<file path="config.mk">
export PLATFORM = sky130hd
export DESIGN_NAME = cell_voltage_frame_checker_top
export DESIGN_NICKNAME = d
export VERILOG_FILES = /design/src/design/cvfc_pkg.sv /design/src/design/cvfc_ram.sv /design/src/design/cvfc_cell_seq.sv /design/src/design/cell_voltage_frame_checker_top.sv
export SDC_FILE = /design/constraint.sdc
export NUM_CORES = 1
export LEC_CHECK = 0
export ABC_AREA = 1
export BUFFER_PORTS_ARGS = -buffer_cell sky130_fd_sc_hd__buf_2
export CAP_MARGIN = 20
export CORE_ASPECT_RATIO = 0.5
export CORE_MARGIN = 1.5
export CORE_UTILIZATION = 56
export DETAILED_ROUTE_END_ITERATION = 10
export GPL_ROUTABILITY_DRIVEN = 0
export PLACE_DENSITY = 0.73
export SYNTH_ARGS = -nofsm -noshare
export SYNTH_HDL_FRONTEND = slang
export SYNTH_SLANG_ARGS = --single-unit
</file>
<file path="constraint.sdc">
create_clock -name clk -period 15.5 [get_ports clk]
set_clock_uncertainty 0.1 [all_clocks]
set_input_delay 0.775 -clock clk [delete_from_list [all_inputs] [get_ports clk]]
set_output_delay 0.775 -clock clk [all_outputs]
set_load 0.02 [all_outputs]
</file>
<file path="src/design/cvfc_pkg.sv">
// shared types, constants and the crc-8 byte update for the cell voltage frame checker
package cvfc_pkg;

  localparam int CELLS_MAX  = 10;
  localparam int CELL_W     = 4;
  localparam int BANK_W     = 2;
  localparam int CODE_W     = 12;
  localparam int OFFSET_W   = 13;
  localparam int COUNT_W    = 4;
  localparam int CFG_IDX_W  = 3;
  localparam int CFG_DATA_W = 12;
  localparam int OUT_DATA_W = 24;

  localparam logic [OFFSET_W-1:0] CODE_BIAS = 13'd512;
  localparam logic [COUNT_W-1:0]  COUNT_MAX = 4'd15;

  // reset values of the configuration registers
  localparam logic [CODE_W-1:0]  LOW_LIMIT_RST   = 12'd1845;
  localparam logic [CODE_W-1:0]  HIGH_LIMIT_RST  = 12'd3712;
  localparam logic [COUNT_W-1:0] PERSIST_RST     = 4'd5;
  localparam logic [CELL_W-1:0]  CELLS_FIRST_RST = 4'd10;
  localparam logic [CELL_W-1:0]  CELLS_OTHER_RST = 4'd8;
  localparam logic [7:0]         PEC_SEED_RST    = 8'd65;

  typedef enum logic [CFG_IDX_W-1:0] {
    REG_LOW_LIMIT   = 3'd0,
    REG_HIGH_LIMIT  = 3'd1,
    REG_PERSIST     = 3'd2,
    REG_CELLS_FIRST = 3'd3,
    REG_CELLS_OTHER = 3'd4,
    REG_PEC_SEED    = 3'd5
  } cvfc_reg_t;

  // work handed to the cell sequencer on a pec beat
  typedef struct packed {
    logic [BANK_W-1:0] bank_index;
    logic [CELL_W-1:0] ncell;
    logic              pec_ok;
    logic              link_fault;
  } cvfc_cmd_t;

  // limits the sequencer checks against
  typedef struct packed {
    logic [CODE_W-1:0]  low_limit;
    logic [CODE_W-1:0]  high_limit;
    logic [COUNT_W-1:0] persist;
  } cvfc_lim_t;

  // x^8+x^2+x+1, msb first, one bit per step
  function automatic logic [7:0] crc8_byte(input logic [7:0] crc, input logic [7:0] d);
    logic [7:0] r;
    logic       fb;
    r = crc;
    for (int i = 7; i >= 0; i--) begin
      fb = d[i] ^ r[7];
      r  = {r[6:2], r[1] ^ fb, r[0] ^ fb, fb};
    end
    return r;
  endfunction

endpackage

</file>
<file path="src/design/cvfc_ram.sv">
// generic single-write, single-read ram with registered read data
module cvfc_ram #(
  parameter int WIDTH  = 8,
  parameter int DEPTH  = 16,
  parameter int ADDR_W = $clog2(DEPTH)
) (
  input  logic              clk,
  input  logic              we,
  input  logic [ADDR_W-1:0] waddr,
  input  logic [WIDTH-1:0]  wdata,
  input  logic [ADDR_W-1:0] raddr,
  output logic [WIDTH-1:0]  rdata
);

  logic [WIDTH-1:0] mem [DEPTH];

  always_ff @(posedge clk) begin
    if (we) begin
      mem[waddr] <= wdata;
    end
    rdata <= mem[raddr];
  end

endmodule

</file>
<file path="src/design/cvfc_cell_seq.sv">
// cell sequencer: unpacks codes from the byte store, updates fault counts, drives results
module cvfc_cell_seq #(
  parameter int BANK_COUNT     = 3,
  parameter int BYTES_PER_BANK = 15,
  parameter int DATA_AW        = $clog2(BYTES_PER_BANK)
) (
  input  logic                           clk,
  input  logic                           rst_n,
  input  logic                           start,
  input  cvfc_pkg::cvfc_cmd_t            cmd,
  input  cvfc_pkg::cvfc_lim_t            lim,
  output logic                           accept_ok,
  output logic [DATA_AW-1:0]             rd_addr,
  input  logic [7:0]                     rd_data,
  output logic                           out_tvalid,
  input  logic                           out_tready,
  output logic [cvfc_pkg::OUT_DATA_W-1:0] out_tdata,
  output logic                           out_tlast
);
  import cvfc_pkg::*;

  localparam int FDEPTH = BANK_COUNT * CELLS_MAX;
  localparam int FAW    = $clog2(FDEPTH);

  typedef enum logic [4:0] {
    S_IDLE = 5'b00001,
    S_RDA  = 5'b00010,
    S_RDB  = 5'b00100,
    S_CALC = 5'b01000,
    S_OUT  = 5'b10000
  } seq_state_t;

  seq_state_t             state_r, state_nxt;
  cvfc_cmd_t              cmd_r;
  logic [CELL_W-1:0]      cell_r;
  logic [FAW-1:0]         slot_r;
  logic [7:0]             byte_a_r;
  logic                   bounds_flag_r;
  logic [FDEPTH-1:0]      fvalid_r;
  logic [OUT_DATA_W-1:0]  out_tdata_r;
  logic                   out_tlast_r;

  logic [CELL_W-1:0]      base;
  logic [CELL_W-1:0]      idx_a;
  logic [CELL_W-1:0]      idx_b;
  logic                   zero_a;
  logic                   zero_b;
  logic [7:0]             byte_b;
  logic [CODE_W-1:0]      code;
  logic                   ok;
  logic [COUNT_W-1:0]     f_rdata;
  logic [COUNT_W-1:0]     cur_cnt;
  logic [COUNT_W-1:0]     new_cnt;
  logic                   bounds_nxt;
  logic                   last;
  logic [OFFSET_W-1:0]    offset;
  logic [5:0]             slot_base;
  logic                   f_we;

  // byte indexes of cell c: even cells start at 3*(c/2), odd ones one byte later
  assign base   = {cell_r[3:1], 1'b0} + {1'b0, cell_r[3:1]};
  assign idx_a  = cell_r[0] ? base + 4'd1 : base;
  assign idx_b  = idx_a + 4'd1;
  assign zero_a = idx_a >= CELL_W'(BYTES_PER_BANK);
  assign zero_b = idx_b >= CELL_W'(BYTES_PER_BANK);
  assign rd_addr = (state_r == S_RDB) ? idx_b[DATA_AW-1:0] : idx_a[DATA_AW-1:0];
  assign byte_b  = zero_b ? 8'd0 : rd_data;

  always_comb begin
    if (cell_r[0]) begin
      code = {byte_b, byte_a_r[7:4]};
    end else begin
      code = {byte_b[3:0], byte_a_r};
    end
  end

  assign ok      = (code > lim.low_limit) && (code < lim.high_limit);
  assign cur_cnt = fvalid_r[slot_r] ? f_rdata : '0;
  assign new_cnt = ok ? '0 : ((cur_cnt == COUNT_MAX) ? COUNT_MAX : cur_cnt + 4'd1);
  assign bounds_nxt = bounds_flag_r | (!ok && (new_cnt >= lim.persist));
  assign last    = (cell_r + 4'd1) == cmd_r.ncell;
  assign offset  = {1'b0, code} - CODE_BIAS;
  assign f_we    = (state_r == S_CALC);
  assign slot_base = 6'(cmd.bank_index) * 6'(CELLS_MAX);

  cvfc_ram #(
    .WIDTH (COUNT_W),
    .DEPTH (FDEPTH)
  ) u_fault_ram (
    .clk   (clk),
    .we    (f_we),
    .waddr (slot_r),
    .wdata (new_cnt),
    .raddr (slot_r),
    .rdata (f_rdata)
  );

  always_comb begin
    state_nxt = state_r;
    case (state_r)
      S_IDLE: begin
        if (start) begin
          state_nxt = S_RDA;
        end
      end
      S_RDA:  state_nxt = S_RDB;
      S_RDB:  state_nxt = S_CALC;
      S_CALC: state_nxt = S_OUT;
      S_OUT: begin
        if (out_tready) begin
          state_nxt = (out_tlast_r && !start) ? S_IDLE : S_RDA;
        end
      end
      default: state_nxt = S_IDLE;
    endcase
  end

  always_ff @(posedge clk) begin
    if (!rst_n) begin
      state_r       <= S_IDLE;
      bounds_flag_r <= 1'b0;
      fvalid_r      <= '0;
    end else begin
      state_r <= state_nxt;
      if (f_we) begin
        bounds_flag_r    <= bounds_nxt;
        fvalid_r[slot_r] <= 1'b1;
      end
    end
  end

  always_ff @(posedge clk) begin
    if (start && accept_ok) begin
      cmd_r  <= cmd;
      cell_r <= '0;
      slot_r <= slot_base[FAW-1:0];
    end
    if (state_r == S_OUT && out_tready && !out_tlast_r) begin
      cell_r <= cell_r + 4'd1;
      slot_r <= slot_r + FAW'(1);
    end
    if (state_r == S_RDB) begin
      byte_a_r <= zero_a ? 8'd0 : rd_data;
    end
    if (state_r == S_CALC) begin
      out_tdata_r <= {1'b0, bounds_nxt, cmd_r.link_fault, cmd_r.pec_ok, ok,
                      offset, cell_r, cmd_r.bank_index};
      out_tlast_r <= last;
    end
  end

  // the next beat may land in the cycle the bank's final result is taken
  assign accept_ok  = (state_r == S_IDLE) || (state_r == S_OUT && out_tlast_r && out_tready);
  assign out_tvalid = (state_r == S_OUT);
  assign out_tdata  = out_tdata_r;
  assign out_tlast  = out_tlast_r;

endmodule

</file>
<file path="src/design/cell_voltage_frame_checker_top.sv">
// top level of the cell voltage frame checker: config, byte framing, crc and pec check
//
// in channel: one received byte per beat, in_tuser high on the first data byte of a
//   readback. each bank is BYTES_PER_BANK data bytes then one pec byte.
// out channel: one beat per checked cell, in arrival order, out_tlast on the bank's last
//   cell. data beats are taken back to back while the sequencer is idle; a pec beat starts
//   the cell sequencer, which takes each cell through four steps (two byte-store reads, one
//   count read-modify-write, one output register). the next bank's first byte is taken in
//   the cycle the last result is taken; a bank with no cells to check starts no sequencer
//   run. the first result is presented after the first cell's reads and count update.
// in_tready is low while the sequencer runs and rises again in the cycle the bank's
//   last result is taken; a stalled receiver holds the sequencer in its output step.
// cfg channel: always ready, writes take effect the next cycle; write only when idle.
// reset: config and crc return to their reset values; positions, comms counter, sticky
//   flags and the per-cell fault counts (valid bits) clear at once, no clearing pass.
module cell_voltage_frame_checker_top #(
  parameter int BANK_COUNT     = 3,
  parameter int BYTES_PER_BANK = 15
) (
  input  logic                             clk,
  input  logic                             rst_n,
  input  logic                             in_tvalid,
  output logic                             in_tready,
  input  logic [7:0]                       in_tdata,   // rx_byte
  input  logic                             in_tuser,   // frame_start
  output logic                             out_tvalid,
  input  logic                             out_tready,
  // bank_index[1:0], cell_index[5:2], code_offset[18:6], in_range[19], pec_ok[20],
  // link_fault[21], bounds_fault[22], zero[23]
  output logic [cvfc_pkg::OUT_DATA_W-1:0]  out_tdata,
  output logic                             out_tlast,  // last_of_bank
  input  logic                             cfg_valid,
  output logic                             cfg_ready,
  input  logic [cvfc_pkg::CFG_IDX_W-1:0]   cfg_index,
  input  logic [cvfc_pkg::CFG_DATA_W-1:0]  cfg_data
);
  import cvfc_pkg::*;

  localparam int DATA_AW = $clog2(BYTES_PER_BANK);
  localparam int POS_W   = $clog2(BYTES_PER_BANK + 1);

  logic [CODE_W-1:0]  low_limit_r;
  logic [CODE_W-1:0]  high_limit_r;
  logic [COUNT_W-1:0] persist_r;
  logic [CELL_W-1:0]  cells_first_r;
  logic [CELL_W-1:0]  cells_other_r;
  logic [7:0]         pec_seed_r;

  logic [7:0]         crc_r;
  logic [POS_W-1:0]   byte_pos_r;
  logic [BANK_W-1:0]  bank_pos_r;
  logic [COUNT_W-1:0] comms_cnt_r;
  logic               comms_flag_r;

  logic               accept;
  logic [POS_W-1:0]   pos_eff;
  logic [BANK_W-1:0]  bank_eff;
  logic [7:0]         crc_eff;
  logic               is_data;
  logic               pec_ok;
  logic [COUNT_W-1:0] comms_cnt_nxt;
  logic               comms_flag_nxt;
  logic [CELL_W-1:0]  ncell_raw;
  logic [CELL_W-1:0]  ncell;
  logic               seq_start;
  logic               accept_ok;
  cvfc_cmd_t          cmd;
  cvfc_lim_t          lim;
  logic [DATA_AW-1:0] rd_addr;
  logic [7:0]         rd_data;
  logic               data_we;

  assign cfg_ready = 1'b1;
  assign in_tready = accept_ok;
  assign accept    = in_tvalid && in_tready;

  // frame start restarts position, bank and crc before the byte is taken
  assign pos_eff  = in_tuser ? '0 : byte_pos_r;
  assign bank_eff = in_tuser ? '0 : bank_pos_r;
  assign crc_eff  = in_tuser ? pec_seed_r : crc_r;
  assign is_data  = pos_eff < POS_W'(BYTES_PER_BANK);
  assign data_we  = accept && is_data;

  assign pec_ok         = (in_tdata == crc_eff);
  assign comms_cnt_nxt  = pec_ok ? '0 :
                          ((comms_cnt_r == COUNT_MAX) ? COUNT_MAX : comms_cnt_r + 4'd1);
  assign comms_flag_nxt = comms_flag_r | (!pec_ok && (comms_cnt_nxt >= persist_r));

  assign ncell_raw = (bank_eff == '0) ? cells_first_r : cells_other_r;
  assign ncell     = (ncell_raw > CELL_W'(CELLS_MAX)) ? CELL_W'(CELLS_MAX) : ncell_raw;
  assign seq_start = accept && !is_data && (ncell != '0);

  assign cmd.bank_index = bank_eff;
  assign cmd.ncell      = ncell;
  assign cmd.pec_ok     = pec_ok;
  assign cmd.link_fault = comms_flag_nxt;

  assign lim.low_limit  = low_limit_r;
  assign lim.high_limit = high_limit_r;
  assign lim.persist    = persist_r;

  always_ff @(posedge clk) begin
    if (!rst_n) begin
      low_limit_r   <= LOW_LIMIT_RST;
      high_limit_r  <= HIGH_LIMIT_RST;
      persist_r     <= PERSIST_RST;
      cells_first_r <= CELLS_FIRST_RST;
      cells_other_r <= CELLS_OTHER_RST;
      pec_seed_r    <= PEC_SEED_RST;
    end else if (cfg_valid && cfg_ready) begin
      case (cfg_index)
        REG_LOW_LIMIT:   low_limit_r   <= cfg_data;
        REG_HIGH_LIMIT:  high_limit_r  <= cfg_data;
        REG_PERSIST:     persist_r     <= cfg_data[COUNT_W-1:0];
        REG_CELLS_FIRST: cells_first_r <= cfg_data[CELL_W-1:0];
        REG_CELLS_OTHER: cells_other_r <= cfg_data[CELL_W-1:0];
        REG_PEC_SEED:    pec_seed_r    <= cfg_data[7:0];
        default: ;
      endcase
    end
  end

  always_ff @(posedge clk) begin
    if (!rst_n) begin
      crc_r        <= PEC_SEED_RST;
      byte_pos_r   <= '0;
      bank_pos_r   <= '0;
      comms_cnt_r  <= '0;
      comms_flag_r <= 1'b0;
    end else if (accept) begin
      if (is_data) begin
        crc_r      <= crc8_byte(crc_eff, in_tdata);
        byte_pos_r <= pos_eff + POS_W'(1);
        bank_pos_r <= bank_eff;
      end else begin
        crc_r        <= pec_seed_r;
        byte_pos_r   <= '0;
        bank_pos_r   <= (bank_eff == BANK_W'(BANK_COUNT - 1)) ? '0 : bank_eff + BANK_W'(1);
        comms_cnt_r  <= comms_cnt_nxt;
        comms_flag_r <= comms_flag_nxt;
      end
    end
  end

  cvfc_ram #(
    .WIDTH (8),
    .DEPTH (BYTES_PER_BANK)
  ) u_byte_ram (
    .clk   (clk),
    .we    (data_we),
    .waddr (pos_eff[DATA_AW-1:0]),
    .wdata (in_tdata),
    .raddr (rd_addr),
    .rdata (rd_data)
  );

  cvfc_cell_seq #(
    .BANK_COUNT     (BANK_COUNT),
    .BYTES_PER_BANK (BYTES_PER_BANK)
  ) u_cell_seq (
    .clk        (clk),
    .rst_n      (rst_n),
    .start      (seq_start),
    .cmd        (cmd),
    .lim        (lim),
    .accept_ok  (accept_ok),
    .rd_addr    (rd_addr),
    .rd_data    (rd_data),
    .out_tvalid (out_tvalid),
    .out_tready (out_tready),
    .out_tdata  (out_tdata),
    .out_tlast  (out_tlast)
  );

endmodule

</file>
* Word level (Yosys, flattened, before mapping)
Memory sizes are Yosys's and may differ from the RTL's. A register that Yosys moved wholly into a read port is not among the register bits.
Cells that the tools add are included.
** Word-level totals
- Bits in registers :: 148
- Output and inout bits :: 28
- Bits in writable memories :: 240
- Memories kept :: 2
** Operators by class
- Multiply operators :: 1
- Muxes and demuxes :: 34
- Order comparisons :: 10
- Equal/unequal tests :: 17
- Bitwise operators :: 28
- Reductions and logical operators :: 32
- Add/subtract/negate cells :: 10
** Memories
- u_byte_ram.mem :: depth 15, width 8, read ports 1, clocked after memory_dff 1, write ports 1, line cvfc_ram.sv:15 : logic [WIDTH-1:0] mem [DEPTH];
- u_cell_seq.u_fault_ram.mem :: depth 30, width 4, read ports 1, clocked after memory_dff 1, write ports 1, line cvfc_ram.sv:15
** Operators with widths (number)
- 2-to-1 mux 4 bit :: 13
- OR 30 bit :: 1
- case mux 5 bit (5 select lines) :: 1
- adder 4 x 1 -> 4 bit, second input constant :: 6
- 2-to-1 mux 8 bit :: 3
- bitwise XOR 1 bit :: 24
- 2-to-1 mux 5 bit :: 4
- AND reduction 2 bit :: 8
- logical AND 1 bit :: 14
- subtractor 12 x 10 -> 13 bit, second input constant :: 1
- greater-than comparator 12 bit :: 1
- < comparator 12 bit :: 1
- 2-to-1 mux 12 bit :: 1
- == test 4 bit, second input constant :: 2
- == test 8 bit :: 1
- greater-or-equal comparator 4 bit :: 2
- greater-or-equal comparator 4 bit, second input constant :: 2
- 2-to-1 mux 2 bit :: 4
- == test 3 x 2 -> 1 bit, second input constant :: 2
- == test 3 bit, second input constant :: 2
- < comparator 5 x 6 -> 1 bit, second input constant :: 1
- 2-to-1 mux 1 bit :: 6
- adder 5 x 1 -> 5 bit, second input constant :: 1
- binary-select mux 1 bit (select 5 bit) :: 1
- 24 further kinds :: 30

* Depth between registers and ports, before layout
- Depth in word-level cells :: 13
- Gate-level depth with buffers :: 28

* Cells and area by module
Synthesis repeated with hierarchy kept, for this count alone.
** Unflattened totals
- Cell total of the unflattened synthesis :: 1999
- Area, all modules :: 18584.1 µm²
** Modules (own cells, without submodules)
- cvfc_ram at u_byte_ram :: instances 1, cells an instance 491, area an instance 5276.3 µm²
- cvfc_ram at u_cell_seq.u_fault_ram :: instances 1, cells an instance 455, area an instance 5121.2 µm²
- cvfc_cell_seq :: instances 1, cells an instance 588, area an instance 4933.5 µm²
- cell_voltage_frame_checker_top :: instances 1, cells an instance 465, area an instance 3253.1 µm²

* Least setup slack after synthesis
Ideal clock, no wire load.
- Path kind :: register -> register
- Start :: register u_cell_seq.cell_r[1]
- End :: register u_cell_seq.out_tdata_r[22] (netlist: u_cell_seq.out_tdata[22]), data pin
- Data arrival time :: 4816 ps
- Setup time :: 254 ps
- Buffers on the path :: 0
- Cell stages (with the launch flop) :: 27
- Slack :: 10330 ps
- Cells stage by stage :: edfxtp_1 > ha_1 > inv_1 > fa_1 > nor2_1 > nand3_1 > xnor2_1 > xnor2_1 > nand3b_2 > nand3_1 > o21ai_0 > ha_1 > nand2_1 > nor2_1 > nand4_1 > nor3_1 > nor2_1 > nand3_1 > inv_1 > a21oi_1 > ha_1 > inv_1 > nor2_1 > o211ai_1 > nand3_1 > nand2_1 > nand2_1
** On the way
- Longest elaborated chain between the ends :: 13
- Elaborated cells between the ends (all ways) :: 15
- Classes of those cells :: add/sub (3); order compare (4); mux (4); bitwise (1); reduce/logical (3)
** RTL lines
- start: declaration :: line cvfc_cell_seq.sv:35 : logic [CELL_W-1:0] cell_r;
- start signal: assignment :: line cvfc_cell_seq.sv:139 : cell_r <= cell_r + 4'd1;
- adder 4 x 3 -> 4 bit * :: line cvfc_cell_seq.sv:61 : assign base = {cell_r[3:1], 1'b0} + {1'b0, cell_r[3:1]};
- adder 4 x 1 -> 4 bit :: line cvfc_cell_seq.sv:62 : assign idx_a = cell_r[0] ? base + 4'd1 : base;
- 2-to-1 mux 4 bit * :: line cvfc_cell_seq.sv:62
- adder 4 x 1 -> 4 bit * :: line cvfc_cell_seq.sv:63 : assign idx_b = idx_a + 4'd1;
- greater-or-equal comparator 4 bit * :: line cvfc_cell_seq.sv:65 : assign zero_b = idx_b >= CELL_W'(BYTES_PER_BANK);
- 2-to-1 mux 8 bit * :: line cvfc_cell_seq.sv:67 : assign byte_b = zero_b ? 8'd0 : rd_data;
- 2-to-1 mux 12 bit * :: line cvfc_cell_seq.sv:70 : if (cell_r[0]) begin
- net u_cell_seq.code[6] :: line cvfc_cell_seq.sv:49 : logic [CODE_W-1:0] code;
- greater-than comparator 12 bit / < comparator 12 bit (equally long branches) :: line cvfc_cell_seq.sv:77 : assign ok = (code > lim.low_limit) && (code < lim.high_limit);
- logical AND 1 bit * :: line cvfc_cell_seq.sv:77
- net u_cell_seq.ok :: line cvfc_cell_seq.sv:50 : logic ok;
- 2-to-1 mux 4 bit * :: line cvfc_cell_seq.sv:79 : assign new_cnt = ok ? '0 : ((cur_cnt == COUNT_MAX) ? COUNT_MAX : cur_cnt + 4'd1);
- net u_cell_seq.new_cnt[1] :: line cvfc_cell_seq.sv:53 : logic [COUNT_W-1:0] new_cnt;
- greater-or-equal comparator 4 bit * :: line cvfc_cell_seq.sv:80 : assign bounds_nxt = bounds_flag_r | (!ok && (new_cnt >= lim.persist));
- logical AND 1 bit * :: line cvfc_cell_seq.sv:80
- OR 1 bit * :: line cvfc_cell_seq.sv:80
- net u_cell_seq.bounds_nxt :: line cvfc_cell_seq.sv:54 : logic bounds_nxt;
- end signal: assignment :: line cvfc_cell_seq.sv:146 : out_tdata_r <= {1'b0, bounds_nxt, cmd_r.link_fault, cmd_r.pec_ok, ok,
- end: declaration :: line cvfc_cell_seq.sv:40 : logic [OUT_DATA_W-1:0] out_tdata_r;
The timed path passes the listed nets; every way through them passes the cells marked *.
A chain may end at the register's enable or synchronous reset.

* Worst setup path after layout
- Start :: register u_cell_seq.cell_r[2]
- End :: register u_cell_seq.out_tdata_r[22] (netlist: u_cell_seq.out_tdata[22]), data pin
** On the way
- Longest elaborated chain between the ends :: 13
- Elaborated cells between the ends (all ways) :: 15
- Classes of those cells :: add/sub (3); order compare (4); mux (4); bitwise (1); reduce/logical (3)
** RTL lines (line)
- adder 4 x 3 -> 4 bit * :: cvfc_cell_seq.sv:61
- adder 4 x 1 -> 4 bit :: cvfc_cell_seq.sv:62
- 2-to-1 mux 4 bit * :: cvfc_cell_seq.sv:62
- adder 4 x 1 -> 4 bit * :: cvfc_cell_seq.sv:63
- greater-or-equal comparator 4 bit * :: cvfc_cell_seq.sv:65
- 2-to-1 mux 8 bit * :: cvfc_cell_seq.sv:67
- 2-to-1 mux 12 bit * :: cvfc_cell_seq.sv:70
- net u_cell_seq.code[6] :: cvfc_cell_seq.sv:49
- greater-than comparator 12 bit / < comparator 12 bit (equally long branches) :: cvfc_cell_seq.sv:77
- logical AND 1 bit * :: cvfc_cell_seq.sv:77
- 2-to-1 mux 4 bit * :: cvfc_cell_seq.sv:79
- net u_cell_seq.new_cnt[3] :: cvfc_cell_seq.sv:53
- greater-or-equal comparator 4 bit * :: cvfc_cell_seq.sv:80
- logical AND 1 bit * :: cvfc_cell_seq.sv:80
- OR 1 bit * :: cvfc_cell_seq.sv:80
- net u_cell_seq.bounds_nxt :: cvfc_cell_seq.sv:54
Marked as above.

==> results.yml <==
sta:
  fmax_mhz: 177
  finalHoldViolCount: 0
  tightest_slew_ns: 0.986
  fin_crit_sh_pct: 36.5
  finalSetupTns_ns: 0
  rsz0062_at_grt: "false"
  setup_viol: 0
  fin_crit_ns: 5.65
  maxSlewHeadroom_pct: 33.7
  drv_slew: 0
critical_path:
  path_max_fanout: 31
  r2r-start: "u_cell_seq.cell_r[2]"
  path_cells: "ha_1, inv_1, fa_1, nor2_1, nand3_1, xnor2_1, xnor2_1, nand3b_2, nand3_1, o21ai_0, ha_1, nand2_1, nor2_1, nand4_1, nor3_1, nor2_1, nand3_1, nand2_1, inv_1, ha_1, a21oi_1, nand3_1, nand2_1, nand2_1"
  required_ns: 15.69
  cpMaxStageDelayCell: "inv_1"
  r2r_cells: 24
  crit_start: "u_cell_seq.cell_r[2]"
  critPathKind: "flop to flop"
  r2r_setup_slack_ns: 9.85
  timing.rr.end: "u_cell_seq.out_tdata[22]"
  startpoint_type: "flop"
  cp_slowest_stage_delay_ns: 0.70
  path_delay_family: "simple AND/OR/NAND/NOR gates"
  end_kind: "flop"
  cp.arrival_ns: 5.84
  cp_num_buf_inv: 2
layout:
  syn_to_final_growth_pct: 10.2
  drive_gt1_share_pct: 9.67
  fillCellCount: 2606
  mostFrequentLayoutCell: "nand2_1"
  n_antenna_cell: 0
  fin_util_pct: 62.5
  layout_common_cells: "nand2_1, edfxtp_1, nor2_1, inv_1, o21ai_0"
  nets: 1928
power_and_ir_drop:
  ir_drop_mv: 0.0712
  p_clk_share_pct: 42.5
  swShare_pct: 21.0
  power_frac_seq_pct: 53.9
  p_switching_uw: 449
  leakagePower_nw: 7.79
  powerDensity_nw_per_um2: 108
  p_total_mw: 2.14
  internal_power_mw: 1.69
  pwr-share-comb_pct: 3.6
routing:
  drc: 0
  firstDrtPassIters: 6
  wl_microns: 39400
  drt_iter0_drc: 1180
  post_drt_wl_per_cell_microns: 17.1
  postRouteAntennaNets: 0
  vias: 12500
  via_per_inst: 5.41
yosys:
  ys_seq_area_share_pct: 60.9
  synth_area_leaders: "edfxtp_1, dfxtp_1, nand2_1, nor2_1, inv_1"
  postSynthAreaPerCell_sq_um: 9.90
  synth_cell_types: 48
  syn-num-nets: 1889
  ys_seq_elements: 400
  synth_area_leader_cell: "edfxtp_1"
  synth.yosys.warnings: 0
  synth.cell_area_sq_um: 17900
  syn_inst: 1809
  synth_top_area_share_pct: 48.5
clock_network:
  cts_resized: 0
  post_cts_buffers: 0
  insertion_delay_ns: 0.53
  cts_hold_buf: 0
  numCtsBuffers: 36
  h-tree-depth: 2
  cts_buffer_depth: 3
  tritoncts: "built"
  clk_pin_slew_ns: 0.07
  cts.sinks: 400
  root_buffer: "clkbuf_16"
floorplanning:
  die_area_sq_um: 33100
  io_pins: 57
  rows: 46
  start_util_pct: 56.8
  die_h_microns: 129
  design.core.area_sq_um: 31500
  die_w_microns: 256
min_path:
  min_to: "u_cell_seq.out_tdata[1]"
  hold_path.class: "flop to flop"
  min_from: "u_cell_seq.cmd_r[7]"
  min_path_cells: 0
global_routing:
  grt_max_degree: 113
  globalRouteTotalUtil_pct: 24.1
  grt-ovfl-total: 0
  antenna_found_initial: 0
  grt_pass1_wl_microns: 62100
  grt_pass1_vias: 11400
placed_design:
  portBuffers: 54
  hpwl_microns: 25100
outcome:
  run_status: "complete, no violations"
job:
  maxCapViolations: 0
-- final cells by class --
class | count | area (sq um) | share of cell area [%]
clock buffer | 49 | 1060 | 5.39
clock inverter | 13 | 128 | 0.647
inverter | 236 | 886 | 4.49
multi-input combinational | 1102 | 5750 | 29.2
sequential | 400 | 10900 | 55.3
tap | 432 | 541 | 2.74
timing repair buffer | 72 | 454 | 2.30
-- power groups by stage --
stage	registers, mW	clock network [mW]	logic (mW)
floorplan	1.18	0	0.0515
global placement	1.18	0	0.0747
detailed placement	1.18	0	0.0761
CTS	1.15	0.921	0.0767
global route	1.15	0.964	0.0868
finish	1.15	0.909	0.0767
-- routing by layer --
layer,vias up,wire length [microns],GRT usage [%],part of all wire [%]
met3,71,2370,3.78,6.0
met5,-,0,0,0
met2,390,18600,40.1,47
li1,6164,-,-,-
met1,5850,17400,32.7,44
met4,0,1070,8.56,2.7
-- metrics by stage --
step / hold slack (ns) / worst slack [ns] / instance area (sq um) / std cells
after floorplan: 0.300 / 10.33 / 17900 / 1809
after global placement: 0.302 / 9.76 / 18400 / 2237
after detailed placement: 0.305 / 9.75 / 18500 / 2238
after CTS: 0.322 / 9.69 / 19600 / 2300
after global routing: 0.324 / 9.44 / 19700 / 2304
final: 0.322 / 9.85 / 19700 / 2304
-- cells in the mapped netlist, drive strengths merged --
| master | number |
|---|---|
| a211oi | 2 |
| a21boi | 5 |
| a21oi | 56 |
| a221oi | 1 |
| a22o | 6 |
| a31oi | 3 |
| buf | 42 |
| clkbuf | 29 |
| clkinv | 1 |
| conb | 2 |
| dfxtp | 111 |
| edfxtp | 289 |
| fa | 1 |
| ha | 50 |
| inv | 235 |
| nand2 | 338 |
| nand3 | 100 |
| nand3b | 4 |
| nand4 | 11 |
| nor2 | 241 |
| nor3 | 17 |
| o211ai | 73 |
| o21a | 2 |
| o21ai | 132 |
| o221ai | 1 |
| o22ai | 29 |
| o31ai | 1 |
| or2 | 3 |
| xnor2 | 14 |
| xor2 | 10 |
-- state kept, by name, indices dropped and copies added, names as in the netlist, 8 cells and up --
register                    count
pec_seed_r                      8
high_limit_r                   12
u_cell_seq.cmd_r                8
u_cell_seq.fvalid_r            30
u_cell_seq.out_tdata           23
u_byte_ram.rdata                8
u_byte_ram.mem                120
u_cell_seq.u_fault_ram.mem    120
low_limit_r                    12
u_cell_seq.byte_a_r             8
crc_r                           8
-- logic make-up after synthesis --
logic type	after synthesis	synth area share, %
DFF	400	60.9
adders and majority gates	51	3.61
buffers and inverters	307	7.06
other	2	0.0419
and+or+nand+nor	714	16.6
AOI/OAI and AO/OA	311	10.5
xor gates and xnor gates	24	1.34
-- how the worst max path moves through the flow --
stage / to / cells after the start
floorplan: u_cell_seq.out_tdata[22] / 26
global placement: u_cell_seq.out_tdata[22] / 26
detailed placement: u_cell_seq.out_tdata[22] / 24
CTS: u_cell_seq.out_tdata[22] / 24
global route: u_cell_seq.out_tdata[22] / 24
finish: u_cell_seq.out_tdata[22] / 24
-- worst register-to-register path, delay by kind of cell (launching register included) --
kind | cells | cell delay, ns
and+or+nand+nor | 14 | 1.68
AOI/OAI and AO/OA | 2 | 0.33
xor gates and xnor gates | 2 | 0.55
DFF | 1 | 0.50
buffers and inverters | 2 | 0.77
adders and majority gates | 4 | 1.48
No activity file was read; power rests on OpenSTA's default activity.
